<file path="config.mk">
export PLATFORM = sky130hd
export DESIGN_NAME = char_lcd_text_cursor_top
export DESIGN_NICKNAME = d
export VERILOG_FILES = /design/src/rtl/lcdtc_pkg.sv /design/src/rtl/lcdtc_front.sv /design/src/rtl/lcdtc_queue.sv /design/src/rtl/lcdtc_back.sv /design/src/rtl/char_lcd_text_cursor_top.sv
export SDC_FILE = /design/constraint.sdc
export NUM_CORES = 1
export LEC_CHECK = 0
export BUFFER_PORTS_ARGS = -buffer_cell sky130_fd_sc_hd__buf_2
export CORE_ASPECT_RATIO = 0.8
export CORE_MARGIN = 4
export CORE_UTILIZATION = 25
export DETAILED_ROUTE_END_ITERATION = 8
export PLACE_DENSITY_LB_ADDON = 0.15
export SYNTH_ARGS = -nofsm -noshare
export SYNTH_HDL_FRONTEND = slang
export SYNTH_SLANG_ARGS = --single-unit
</file>
<file path="constraint.sdc">
create_clock -name clk -period 9.2 [get_ports clk]
set_input_delay 0.92 -clock clk [delete_from_list [all_inputs] [get_ports clk]]
set_output_delay 0.92 -clock clk [all_outputs]
set_load 0.01 [all_outputs]
</file>
<file path="src/rtl/lcdtc_pkg.sv">
// Shared types and constants for the character display text console.
// Used by every module of the block; depends on nothing.
package lcdtc_pkg;

	// Item command codes
	typedef enum logic {
		CmdPutChar = 1'b0,
		CmdSetLine = 1'b1
	} cmd_t;

	// Character codes
	localparam logic [7:0] NewlineCode  = 8'h0A;
	localparam logic [7:0] PrintableMin = 8'h1B;

	// Display controller instructions
	localparam logic [7:0] InstrClear = 8'h01;
	localparam logic [7:0] RowAddr0   = 8'h80 | 8'h00;
	localparam logic [7:0] RowAddr1   = 8'h80 | 8'h40;
	localparam logic [7:0] RowAddr2   = 8'h80 | 8'h14;
	localparam logic [7:0] RowAddr3   = 8'h80 | 8'h54;

	// Character count marks
	localparam logic [6:0] CountRow0  = 7'd0;
	localparam logic [6:0] CountRow1  = 7'd20;
	localparam logic [6:0] CountRow2  = 7'd40;
	localparam logic [6:0] CountRow3  = 7'd60;
	localparam logic [6:0] CountLimit = 7'd80;

	// Line selector values
	localparam logic [2:0] LineFirst   = 3'd1;
	localparam logic [3:0] LineWrapMin = 4'd5;

	// Default depth of the queue between front and back
	localparam int DefaultQueueDepth = 4;

	// One display write
	typedef struct packed {
		logic       is_data;
		logic [7:0] bus_byte;
	} lcd_write_t;

	// Writes caused by one item: one or two
	typedef struct packed {
		logic       two;
		lcd_write_t w0;
		lcd_write_t w1;
	} lcd_entry_t;

	// Queue status seen by both sides
	typedef struct packed {
		logic empty;
		logic full;
	} q_status_t;

endpackage

</file>
<file path="src/rtl/lcdtc_front.sv">
// Front of the text console: accepts items, keeps line selector and count,
// and turns each character into zero, one or two display writes. Uses lcdtc_pkg.
module lcdtc_front (
	input  logic                clk,
	input  logic                arst_n,
	input  logic                in_valid,
	output logic                in_stall,
	input  logic                cmd,
	input  logic [7:0]          char_code,
	input  logic [2:0]          line_value,
	input  lcdtc_pkg::q_status_t q_stat,
	output logic                push,
	output lcdtc_pkg::lcd_entry_t push_entry
);
	import lcdtc_pkg::*;

	logic [2:0]  line_select_q;
	logic [6:0]  char_count_q;
	logic [2:0]  sel_n;
	logic [6:0]  cnt_n;
	logic [3:0]  sel_inc;
	logic [1:0]  n_wr;
	lcd_write_t  w0;
	lcd_write_t  w1;
	logic        accept;

	// Hold off items while the queue has no room
	assign in_stall = q_stat.full;
	assign accept   = in_valid && !in_stall;

	// Classify the item and build its writes
	always_comb begin
		sel_n   = line_select_q;
		cnt_n   = char_count_q;
		sel_inc = '0;
		n_wr    = '0;
		w0      = '0;
		w1      = '0;
		if (cmd == CmdSetLine) begin
			sel_n = line_value;
		end else begin
			// newline: row address for the selected line, then advance
			if (char_code == NewlineCode) begin
				unique case (line_select_q)
					3'd0: begin
						w0 = '{is_data: 1'b0, bus_byte: RowAddr0};
						n_wr = 2'd1;
						cnt_n = CountRow0;
					end
					3'd1: begin
						w0 = '{is_data: 1'b0, bus_byte: RowAddr1};
						n_wr = 2'd1;
						cnt_n = CountRow1;
					end
					3'd2: begin
						w0 = '{is_data: 1'b0, bus_byte: RowAddr2};
						n_wr = 2'd1;
						cnt_n = CountRow2;
					end
					3'd3: begin
						w0 = '{is_data: 1'b0, bus_byte: RowAddr3};
						n_wr = 2'd1;
						cnt_n = CountRow3;
					end
					default: begin
					end
				endcase
				sel_inc = {1'b0, line_select_q} + 4'd1;
				if (sel_inc >= LineWrapMin) begin
					sel_n = LineFirst;
					// row address and clear never come together here
					w0 = '{is_data: 1'b0, bus_byte: InstrClear};
					n_wr = 2'd1;
				end else begin
					sel_n = sel_inc[2:0];
				end
			end
			// force row addresses at count marks, clear past the count limit
			priority if (cnt_n == CountRow1) begin
				if (n_wr == 2'd0) w0 = '{is_data: 1'b0, bus_byte: RowAddr1};
				else              w1 = '{is_data: 1'b0, bus_byte: RowAddr1};
				n_wr = n_wr + 2'd1;
			end else if (cnt_n == CountRow2) begin
				if (n_wr == 2'd0) w0 = '{is_data: 1'b0, bus_byte: RowAddr2};
				else              w1 = '{is_data: 1'b0, bus_byte: RowAddr2};
				n_wr = n_wr + 2'd1;
			end else if (cnt_n == CountRow3) begin
				if (n_wr == 2'd0) w0 = '{is_data: 1'b0, bus_byte: RowAddr3};
				else              w1 = '{is_data: 1'b0, bus_byte: RowAddr3};
				n_wr = n_wr + 2'd1;
				cnt_n = CountRow0;
			end else if (cnt_n > CountLimit) begin
				if (n_wr == 2'd0) w0 = '{is_data: 1'b0, bus_byte: InstrClear};
				else              w1 = '{is_data: 1'b0, bus_byte: InstrClear};
				n_wr = n_wr + 2'd1;
				cnt_n = CountRow0;
			end else begin
			end
			// printable code goes out as data
			if (char_code > PrintableMin) begin
				if (n_wr == 2'd0) w0 = '{is_data: 1'b1, bus_byte: char_code};
				else              w1 = '{is_data: 1'b1, bus_byte: char_code};
				n_wr = n_wr + 2'd1;
				cnt_n = cnt_n + 7'd1;
			end
		end
	end

	// Queue an entry only when the item caused writes
	assign push             = accept && (n_wr != 2'd0);
	assign push_entry.two   = n_wr[1];
	assign push_entry.w0    = w0;
	assign push_entry.w1    = w1;

	// Update selector and count on each accepted item
	always_ff @(posedge clk or negedge arst_n) begin
		if (!arst_n) begin
			line_select_q <= '0;
			char_count_q  <= '0;
		end else if (accept) begin
			line_select_q <= sel_n;
			char_count_q  <= cnt_n;
		end
	end

endmodule

</file>
<file path="src/rtl/lcdtc_queue.sv">
// Short queue of write entries between front and back of the text console.
// Uses lcdtc_pkg for the entry and status types.
module lcdtc_queue #(
	parameter int Depth = lcdtc_pkg::DefaultQueueDepth
) (
	input  logic                  clk,
	input  logic                  arst_n,
	input  logic                  push,
	input  lcdtc_pkg::lcd_entry_t push_entry,
	input  logic                  pop,
	output lcdtc_pkg::lcd_entry_t head,
	output lcdtc_pkg::q_status_t  q_stat
);
	import lcdtc_pkg::*;

	localparam int PtrW = (Depth > 1) ? $clog2(Depth) : 1;
	localparam int CntW = $clog2(Depth + 1);
	localparam logic [PtrW-1:0] LastPtr = PtrW'(Depth - 1);
	localparam logic [CntW-1:0] FullCnt = CntW'(Depth);

	lcd_entry_t          mem_q [Depth];
	logic [PtrW-1:0]     wr_ptr_q;
	logic [PtrW-1:0]     rd_ptr_q;
	logic [CntW-1:0]     count_q;
	logic                do_push;
	logic                do_pop;

	assign q_stat.empty = (count_q == '0);
	assign q_stat.full  = (count_q == FullCnt);
	assign do_push      = push && !q_stat.full;
	assign do_pop       = pop && !q_stat.empty;
	assign head         = mem_q[rd_ptr_q];

	// Store entries
	always_ff @(posedge clk) begin
		if (do_push) begin
			mem_q[wr_ptr_q] <= push_entry;
		end
	end

	// Advance pointers and fill count
	always_ff @(posedge clk or negedge arst_n) begin
		if (!arst_n) begin
			wr_ptr_q <= '0;
			rd_ptr_q <= '0;
			count_q  <= '0;
		end else begin
			if (do_push) begin
				wr_ptr_q <= (wr_ptr_q == LastPtr) ? '0 : wr_ptr_q + PtrW'(1);
			end
			if (do_pop) begin
				rd_ptr_q <= (rd_ptr_q == LastPtr) ? '0 : rd_ptr_q + PtrW'(1);
			end
			if (do_push && !do_pop) begin
				count_q <= count_q + CntW'(1);
			end else if (do_pop && !do_push) begin
				count_q <= count_q - CntW'(1);
			end
		end
	end

endmodule

</file>
<file path="src/rtl/lcdtc_back.sv">
// Back of the text console: drains queued entries one display write a cycle
// into an output register unless stalled. Uses lcdtc_pkg entry/status types.
module lcdtc_back (
	input  logic                  clk,
	input  logic                  arst_n,
	input  lcdtc_pkg::lcd_entry_t head,
	input  lcdtc_pkg::q_status_t  q_stat,
	output logic                  pop,
	output logic                  out_valid,
	input  logic                  out_stall,
	output logic                  is_data,
	output logic [7:0]            bus_byte,
	output logic                  last
);
	import lcdtc_pkg::*;

	logic       out_valid_q;
	logic       is_data_q;
	logic [7:0] bus_byte_q;
	logic       last_q;
	logic       second_q;
	logic       load;
	lcd_write_t cur;
	logic       cur_last;

	// Output register is free when empty or its word is taken
	assign load     = !q_stat.empty && (!out_valid_q || !out_stall);
	assign cur      = second_q ? head.w1 : head.w0;
	assign cur_last = second_q || !head.two;
	assign pop      = load && cur_last;

	// Track which write of the head entry goes next
	always_ff @(posedge clk or negedge arst_n) begin
		if (!arst_n) begin
			out_valid_q <= 1'b0;
			second_q    <= 1'b0;
		end else begin
			if (load) begin
				out_valid_q <= 1'b1;
				second_q    <= !cur_last;
			end else if (!out_stall) begin
				out_valid_q <= 1'b0;
			end
		end
	end

	// Load the output word
	always_ff @(posedge clk) begin
		if (load) begin
			is_data_q  <= cur.is_data;
			bus_byte_q <= cur.bus_byte;
			last_q     <= cur_last;
		end
	end

	assign out_valid = out_valid_q;
	assign is_data   = is_data_q;
	assign bus_byte  = bus_byte_q;
	assign last      = last_q;

endmodule

</file>
<file path="src/rtl/char_lcd_text_cursor_top.sv">
// Text console for a 20x4 character display: top level.
// Connects lcdtc_front, lcdtc_queue and lcdtc_back; uses lcdtc_pkg.
//
// Input channel (in_valid/in_stall): one word per item, cmd selects put
// character or load line selector. An item is taken at a clock edge with
// in_valid high and in_stall low. The front decodes a character and updates
// line selector and count in the cycle it is taken, so items can arrive back
// to back as long as the queue has room.
// Output channel (out_valid/out_stall): one display write per word, with
// last marking the final write of an item. An item causes zero, one or two
// writes; the back drains one write per cycle from the queue while the
// receiver does not stall, so a two-write item takes two output words.
// The first write of an item passes through the queue and then the output
// register to the output; the second write follows it there.
// When the receiver stalls, the output word holds, the queue fills, and
// once the queue is full in_stall rises. Reset clears selector, count,
// queue and output valid.
module char_lcd_text_cursor_top #(
	parameter int QueueDepth = lcdtc_pkg::DefaultQueueDepth
) (
	input  logic       clk,
	input  logic       arst_n,
	input  logic       in_valid,
	output logic       in_stall,
	input  logic       cmd,
	input  logic [7:0] char_code,
	input  logic [2:0] line_value,
	output logic       out_valid,
	input  logic       out_stall,
	output logic       is_data,
	output logic [7:0] bus_byte,
	output logic       last
);
	import lcdtc_pkg::*;

	logic       push;
	logic       pop;
	lcd_entry_t push_entry;
	lcd_entry_t head;
	q_status_t  q_stat;

	// Accept and decode items
	lcdtc_front u_front (
		.clk        (clk),
		.arst_n     (arst_n),
		.in_valid   (in_valid),
		.in_stall   (in_stall),
		.cmd        (cmd),
		.char_code  (char_code),
		.line_value (line_value),
		.q_stat     (q_stat),
		.push       (push),
		.push_entry (push_entry)
	);

	// Buffer write entries
	lcdtc_queue #(
		.Depth (QueueDepth)
	) u_queue (
		.clk        (clk),
		.arst_n     (arst_n),
		.push       (push),
		.push_entry (push_entry),
		.pop        (pop),
		.head       (head),
		.q_stat     (q_stat)
	);

	// Issue display writes
	lcdtc_back u_back (
		.clk       (clk),
		.arst_n    (arst_n),
		.head      (head),
		.q_stat    (q_stat),
		.pop       (pop),
		.out_valid (out_valid),
		.out_stall (out_stall),
		.is_data   (is_data),
		.bus_byte  (bus_byte),
		.last      (last)
	);

endmodule

</file>
# --- After elaboration in Yosys (flattened, before gate mapping) ---
# Memories as Yosys holds them, arrays and structs flattened.
# Cells that the tools add are included.
classes:
  n_addsub: 8
  mul: 0
  div: 0
  order_cmp: 3
  eq_ne: 11
  shift: 0
  n_mux: 57
  bitwise: 1
  reduce_logical: 28
op_table:
  columns: ["cell", "n"]
  rows:
  - ["$mux 9", 20]
  - ["$mux 7", 8]
  - ["$mux 8", 4]
  - ["$pmux 8 s4", 1]
  - ["$pmux 7 s4", 1]
  - ["$mux 2", 11]
  - ["$mux 3", 5]
  - ["$eq 7x6->1 const B", 2]
  - ["$add 2x1->2 const B", 4]
  - ["$eq 8x4->1 const B", 1]
  - ["$gt 8x5->1 const B", 1]
  - ["$logic_and 1x1->1", 8]
  - ["$logic_not 1->1", 8]
  - ["$add 7x1->7 const B", 1]
  - ["$eq 7x5->1 const B", 1]
  - ["$gt 7x7->1 const B", 1]
  - ["$mux 1", 7]
  - ["$eq 3x2->1 const B", 2]
  - ["$logic_not 3->1", 2]
  - ["$reduce_bool 2->1", 3]
  - ["$add 3x1->4 const B", 1]
  - ["$eq 2x2->1 const B", 2]
  - ["$ge 4x3->1 const B", 1]
  - ["$logic_not 2->1", 2]
  - ["other kinds (9)", 11]
totals:
  regBits: 29
  latchBits: 0
  ramBits: 76
  mem_bits_ro: 0
  in_bits: 16
  wordCells: 119
  mem_count: 1
memory_table:
  columns: ["name", "words", "width", "read_ports", "rd_ports_with_merged_regs", "write_ports", "line_no", "source"]
  rows:
  - ["u_queue.mem_q", 4, 19, 1, 0, 1, "lcdtc_queue.sv:21", "lcd_entry_t mem_q [Depth];"]

# --- Depth between registers and ports, before layout ---
logic_depth:
  depth_word: 22
  ltp_mapped: 17
  ltp_nobuf: 17

# --- Hierarchy ---
# A second synthesis with hierarchy kept.
unflattened:
  cells_unflattened: 357
  hier_area_um2: 5103.6
modules_own_cells:
  columns: ["mod", "instances", "cells_per_inst", "area_each_um2", "seq_area_each_um2"]
  rows:
  - ["lcdtc_queue", 1, 136, 3178.0, 2457.4]
  - ["lcdtc_front", 1, 192, 1386.3, 250.2]
  - ["lcdtc_back", 1, 29, 539.3, 350.3]

# --- Worst setup path before layout ---
# Ideal clock, no wire load.
synth_timing:
  path_type: "in2reg"
  from: "in char_code[6]"
  to: "reg u_queue.count_q[2]"
  setup_ns: 0.079
  arrival_time_ns: 3.987
  t_required_ns: 9.121
  setup_slack_ns: 5.134
  stages: 15
  path_buffers: 0
  cell_sequence: "or3_1 nor3b_2 and2_1 ha_1 o31ai_1 ha_1 nor2_1 o32a_2 a21oi_4 ha_1 inv_1 fa_1 xor2_1 nor2_1 xor2_1"
synth_via:
  elab_chain_len: 18
  word_cells_on_any_way: 27
synth_rtl:
  columns: ["element", "line_no", "source"]
  rows:
  - ["start, declared", "char_lcd_text_cursor_top.sv:26", "input logic [7:0] char_code,"]
  - ["$eq 8x4->1", "lcdtc_front.sv:43", "if (char_code == NewlineCode) begin"]
  - ["$mux 7 or $mux 2 (tied branches)", "lcdtc_front.sv:43", null]
  - ["$mux 7 or $mux 2 (tied branches)", "lcdtc_front.sv:39", "if (cmd == CmdSetLine) begin"]
  - ["$gt 7x7->1 or $add 2x1->2 (tied branches)", null, null]
  - ["$mux 2", "lcdtc_front.sv:92", "end else if (cnt_n > CountLimit) begin"]
  - ["$mux 2", "lcdtc_front.sv:87", "end else if (cnt_n == CountRow3) begin"]
  - ["$mux 2", "lcdtc_front.sv:83", "end else if (cnt_n == CountRow2) begin"]
  - ["$mux 2", "lcdtc_front.sv:79", "priority if (cnt_n == CountRow1) begin"]
  - ["(+3 left out)", null, null]
  - ["$mux 2 (*)", "lcdtc_front.sv:39", null]
  - ["$reduce_bool 2->1 (*)", "lcdtc_front.sv:110", "assign push = accept && (n_wr != 2'd0);"]
  - ["$logic_and 1x1->1 (*)", "lcdtc_front.sv:110", null]
  - ["$logic_and 1x1->1 (*)", "lcdtc_queue.sv:30", "assign do_push = push && !q_stat.full;"]
  - ["net u_queue.do_push", "lcdtc_queue.sv:25", "logic do_push;"]
  - ["$logic_not 1->1", "lcdtc_queue.sv:56", "end else if (do_pop && !do_push) begin"]
  - ["$logic_and 1x1->1", "lcdtc_queue.sv:56", null]
  - ["$reduce_bool 2->1 (no line)", null, null]
  - ["end signal, assigned", "lcdtc_queue.sv:55", "count_q <= count_q + CntW'(1);"]
  - ["end signal, assigned", "lcdtc_queue.sv:57", "count_q <= count_q - CntW'(1);"]
  - ["end, declared", "lcdtc_queue.sv:24", "logic [CntW-1:0] count_q;"]
# Mark *: on every way through the listed nets, which the timed path passes. The rest lies on a longest branch. The select of a mux whose other input is x is not followed.
# A chain may end at the register's enable or synchronous reset.

# --- Worst setup path after layout ---
layout_timing:
  from: "in char_code[6]"
  to: "mem u_queue.mem_q[2][12] in the netlist's numbering, enable pin"
layout_via:
  elab_chain_len: 17
  word_cells_on_any_way: 24
layout_rtl:
  columns: ["element", "line_no", "source"]
  rows:
  - ["$eq 8x4->1", "lcdtc_front.sv:43", null]
  - ["$mux 7 or $mux 2 (tied branches)", "lcdtc_front.sv:43", null]
  - ["$mux 7 or $mux 2 (tied branches)", "lcdtc_front.sv:39", null]
  - ["$gt 7x7->1 or $add 2x1->2 (tied branches)", null, null]
  - ["$mux 2", "lcdtc_front.sv:92", null]
  - ["$mux 2", "lcdtc_front.sv:87", null]
  - ["$mux 2", "lcdtc_front.sv:83", null]
  - ["$mux 2", "lcdtc_front.sv:79", null]
  - ["(+2 left out)", null, null]
  - ["$mux 2 (*)", "lcdtc_front.sv:100", "if (char_code > PrintableMin) begin"]
  - ["$mux 2 (*)", "lcdtc_front.sv:39", null]
  - ["$reduce_bool 2->1 (*)", "lcdtc_front.sv:110", null]
  - ["$logic_and 1x1->1 (*)", "lcdtc_front.sv:110", null]
  - ["$logic_and 1x1->1 (*)", "lcdtc_queue.sv:30", null]
  - ["net u_queue.do_push", "lcdtc_queue.sv:25", null]
  - ["$mux 1 (*)", "lcdtc_queue.sv:36", "if (do_push) begin"]
  - ["$mux 1 (not written as such) (*)", "lcdtc_queue.sv:37", "mem_q[wr_ptr_q] <= push_entry;"]
  - ["end, declared", "lcdtc_queue.sv:21", null]
# Marked as above.

==> results_tabular.tex <==
\begin{tabular}{lr}
\hline
Metric & Value \\
\hline
\multicolumn{2}{l}{\textbf{Run status}} \\
\quad Outcome & finished, final reports clean \\
\multicolumn{2}{l}{\textbf{Critical path}} \\
\quad Required time reported for the critical path endpoint & 9.17 ns \\
\quad Signal arrival time at the worst endpoint & about 4.4 ns \\
\quad CP endpoint kind & flip-flop \\
\quad Reg2Reg Capture Point & u\_queue.mem\_q[2][12]\$\_DFFE\_PP\_ \\
\quad Worst stage delay on the critical path & approximately 0.9 ns \\
\quad Worst setup path start & char\_code[6] \\
\quad Critical path endpoint & u\_queue.mem\_q[2][12]\$\_DFFE\_PP\_ \\
\quad Depth of the worst register-to-register path & 11 \\
\quad Slowest cell on the critical path & sky130\_fd\_sc\_hd\_\_and2\_1 \\
\quad Critical path class & in2reg \\
\quad Startpoint type of the worst setup path & input port \\
\quad Reg2Reg Setup Slack & about 5.0 ns \\
\quad Source of the worst register-to-register timing path & u\_front.line\_select\_q[1]\$\_DFFE\_PN0P\_ \\
\quad Crit Path Max Fanout & 19 \\
\quad Critical path cell sequence & buf\_2 > or3\_1 > nor3b\_2 > and2\_1 > ha\_1 > o31ai\_1 > ha\_1 > nor2\_1 > o32a\_2 > a21oi\_4 > and2\_1 \\
\multicolumn{2}{l}{\textbf{STA}} \\
\quad Max Fclk & 0.228 GHz \\
\quad Unrepaired setup endpoints after global routing & no \\
\quad Post-layout min period & roughly 4.4 ns \\
\quad Final clock skew & approximately 0.01 ns \\
\quad Least-Margin Pin Slew & 1.07 ns \\
\quad Final-layout setup total negative slack & 0 ns \\
\quad Worst hold margin & $\sim$0.49 ns \\
\quad Final hold viol count & 0 \\
\quad Number of max-slew violations in the final report & 0 \\
\quad Tcrit/Tclk final & 47.7\% \\
\quad Final setup slack of the worst path & 4.81 ns \\
\quad Finish-stage setup viols & 0 \\
\quad Rel. slew slack & between 20\% and 30\% \\
\multicolumn{2}{l}{\textbf{Global route}} \\
\quad Maximum number of pins on one net before global-route repair & 23 \\
\quad First-pass GRT wire length & 18,100 microns \\
\quad Total routing resource utilization after global routing & about a tenth \\
\quad Leftover overflow at the end of global routing & 0 \\
\quad Met3 global-route usage & 2.34\% \\
\quad Met2 routing resource usage after global routing & 17.6\% \\
\quad Number of global-route vias before repair & 3,035 \\
\quad Busiest grt layer & met2 \\
\quad Number of antenna violations at the first check in global routing & 0 \\
\quad Met1 track utilization from global routing & $\sim$14\% \\
\multicolumn{2}{l}{\textbf{Clock tree}} \\
\quad Clock latency on the worst-skew pair & 0.36 ns \\
\quad Hold-fix buffers at CTS & 0 \\
\quad CTS H-tree lvls & 3 \\
\quad CTS buffer count & 9 \\
\quad Post-CTS resize count & 0 \\
\quad CTS clock-pin slew for the worst setup and hold paths & 0.08 ns \\
\quad TritonCTS sink count & 105 \\
\quad Root Buffer & sky130\_fd\_sc\_hd\_\_clkbuf\_16 \\
\quad CTS tree & yes \\
\quad Clock tree buffer depth & 2 \\
\quad Number of setup buffers added after CTS & 0 \\
\multicolumn{2}{l}{\textbf{Pwr}} \\
\quad Pwr dens & 279 nW/um\^{}2 \\
\quad Largest vdd supply drop & 0.000105 V \\
\quad Total power consumption of the routed design & 1.60 mW \\
\quad Leakage power summed over all cells & $\sim$2 nW \\
\multicolumn{2}{l}{\textbf{Placed design}} \\
\quad Weighted congestion reported at the end of routability-driven placement & 0.776 \\
\quad PortBufs & 27 \\
\quad DP Wirelength & 7990 microns \\
\quad Worst Setup Slack post-DPL & 4.38 ns \\
\multicolumn{2}{l}{\textbf{Detailed routing}} \\
\quad Per-cell via count in the routed design & 4.61 \\
\quad DRC Markers & 0 \\
\quad Average wire length per cell after detail routing & 18.1 microns \\
\quad Count of nets left with antenna violations after detail routing & 0 \\
\quad Post-Route WL & about 12,000 microns \\
\quad Via count & 2,949 \\
\quad 1st-pass router iterations & 4 \\
\quad Initial drt markers & 194 \\
\multicolumn{2}{l}{\textbf{Cells and area}} \\
\quad Number of inserted diodes & 0 \\
\quad Fraction of the core area covered by cells at the end of the flow & between 20\% and 30\% \\
\quad Area Growth Syn to Fin & 14.0\% \\
\quad Ratio of cells with drive above 1 in the final layout & 24.2\% \\
\quad Post-layout nets & about 400 \\
\quad Fill cells & 2,046 \\
\multicolumn{2}{l}{\textbf{Synth}} \\
\quad Number of synthesis warnings & 0 \\
\quad Synth area leader & sky130\_fd\_sc\_hd\_\_edfxtp\_1 \\
\quad Number of enable flip-flop cells after synthesis & 86 \\
\quad Post-synth top area share & roughly half \\
\quad Post-Synthesis Cells & roughly 350 \\
\quad Most area-consuming cells after synthesis & sky130\_fd\_sc\_hd\_\_edfxtp\_1 51\%, sky130\_fd\_sc\_hd\_\_dfrtp\_1 9.4\%, sky130\_fd\_sc\_hd\_\_mux4\_2 8.5\% \\
\quad Post-synth net total & 376 \\
\quad Synthesized area per cell & 14.6 sq um \\
\quad Sequential element share of the synthesized area & 60.6\% \\
\quad Cell with the most instances after synthesis & sky130\_fd\_sc\_hd\_\_edfxtp\_1 \\
\quad Async set or reset register ratio after synthesis & between 10\% and 20\% \\
\quad Most common library cells after synthesis & 86 x sky130\_fd\_sc\_hd\_\_edfxtp\_1, 30 x sky130\_fd\_sc\_hd\_\_nand2\_1, 19 x sky130\_fd\_sc\_hd\_\_dfrtp\_1, 19 x sky130\_fd\_sc\_hd\_\_mux4\_2, 19 x sky130\_fd\_sc\_hd\_\_nor2\_1 \\
\quad Cell area after synthesis & slightly above 5000 sq um \\
\quad Most used flip-flop cell after synthesis & sky130\_fd\_sc\_hd\_\_edfxtp\_1 \\
\quad FF+latch count, synth & 105 \\
\quad Unique masters post-synth & 65 \\
\multicolumn{2}{l}{\textbf{Floorplanning}} \\
\quad Overall die height & 135 microns \\
\quad Number of core rows & 46 \\
\quad Initial core utilization & about a quarter \\
\quad Area of the die & 22,500 sq um \\
\quad Placeable core region & 19,800 sq um \\
\quad Floorplan die width & 167 microns \\
\quad Number of I/O pins & 28 \\
\multicolumn{2}{l}{\textbf{Hold path}} \\
\quad Hold Crit Class & reg2reg \\
\multicolumn{2}{l}{\textbf{Flow run}} \\
\quad Max capacitance violation total & 0 \\
\hline
\end{tabular}
-- worst min-delay path by stage --
stage                                               from  slack (ns)  depth (start not counted)                              to
after floorplan           u_queue.count_q[2]$_DFFE_PN0P_        0.46                          1  u_queue.count_q[2]$_DFFE_PN0P_
after global placement    u_queue.count_q[2]$_DFFE_PN0P_        0.47                          1  u_queue.count_q[2]$_DFFE_PN0P_
after CTS                 u_queue.count_q[2]$_DFFE_PN0P_        0.49                          1  u_queue.count_q[2]$_DFFE_PN0P_
after detailed placement  u_queue.count_q[2]$_DFFE_PN0P_        0.48                          1  u_queue.count_q[2]$_DFFE_PN0P_
after global routing      u_queue.count_q[2]$_DFFE_PN0P_        0.51                          1  u_queue.count_q[2]$_DFFE_PN0P_
final                     u_queue.count_q[2]$_DFFE_PN0P_        0.49                          1  u_queue.count_q[2]$_DFFE_PN0P_
-- power by group --
group	internal, mW	switching [mW]
Combinational	0.243	0.256
Clock	0.190	0.189
Sequential	0.630	0.0966
Total	1.06	0.542
-- kinds of logic (layout without fill, tap and decap cells) --
logic type                 Yosys count  in the layout  synth area share (%)
AOI/OAI and AO/OA                   56             56                  7.96
xor gates and xnor gates             6              6                  1.04
adders and majority gates           15             15                  3.87
buffers and inverters               21             52                  1.81
DFF                                105            105                  60.6
muxes                               36             36                  12.6
and+or+nand+nor                    106            106                  12.1
-- registers in the layout, indices dropped and copies added (netlist names) --
| register | count |
|---|---|
| u_queue.count_q | 3 |
| u_back.bus_byte | 8 |
| u_back.second_q | 1 |
| u_front.line_select_q | 3 |
| u_back.last | 1 |
| u_back.out_valid | 1 |
| u_front.char_count_q | 7 |
| u_queue.mem_q | 76 |
| u_back.is_data | 1 |
| u_queue.rd_ptr_q | 2 |
| u_queue.wr_ptr_q | 2 |
-- critical path: cells and delay by family --
| kind | cells | cell delay [ns] |
|---|---|---|
| adders and majority gates | 2 | 0.49 |
| and+or+nand+nor | 5 | 2.04 |
| buffers and inverters | 1 | 0.13 |
| AOI/OAI and AO/OA | 3 | 0.77 |
-- routing by layer --
layer,share of wire (%),wire length [microns]
met5,0,0
met4,1.2,144
met3,3.2,373
met2,48,5500
met1,48,5560
-- metrics by stage --
stage / cell area [sq um] / instances
after global placement: 5460 / 624
after CTS: 5750 / 640
after global routing: 5750 / 640
final: 5750 / 640
after floorplan: 5040 / 345
after detailed placement: 5460 / 624
-- area by class of cell --
| type | count | area (sq um) | area share (%) |
|---|---|---|---|
| repair buffers | 29 | 150 | 2.61 |
| well taps | 264 | 330 | 5.74 |
| clock inverters | 7 | 62.6 | 1.09 |
| inverters | 7 | 26.3 | 0.457 |
| multi-input cells | 219 | 1900 | 33.0 |
| clock buffers | 9 | 225 | 3.92 |
| flip-flops and latches | 105 | 3060 | 53.2 |
-- placed cells by master (no fill, tap or decap), types with 8 or more instances in the layout --
master                      Yosys  final
sky130_fd_sc_hd__and2_1        14     14
sky130_fd_sc_hd__mux2_2        11     11
sky130_fd_sc_hd__o21ai_0        8      8
sky130_fd_sc_hd__ha_1          14     14
sky130_fd_sc_hd__dfrtp_1       19     19
sky130_fd_sc_hd__nand2_1       30     30
sky130_fd_sc_hd__nor2_1        19     19
sky130_fd_sc_hd__clkbuf_16      0      9
sky130_fd_sc_hd__a21oi_1       12     11
sky130_fd_sc_hd__buf_2          1     27
sky130_fd_sc_hd__mux4_2        19     19
sky130_fd_sc_hd__edfxtp_1      86     86
No activity file was read; power rests on OpenSTA's default activity.
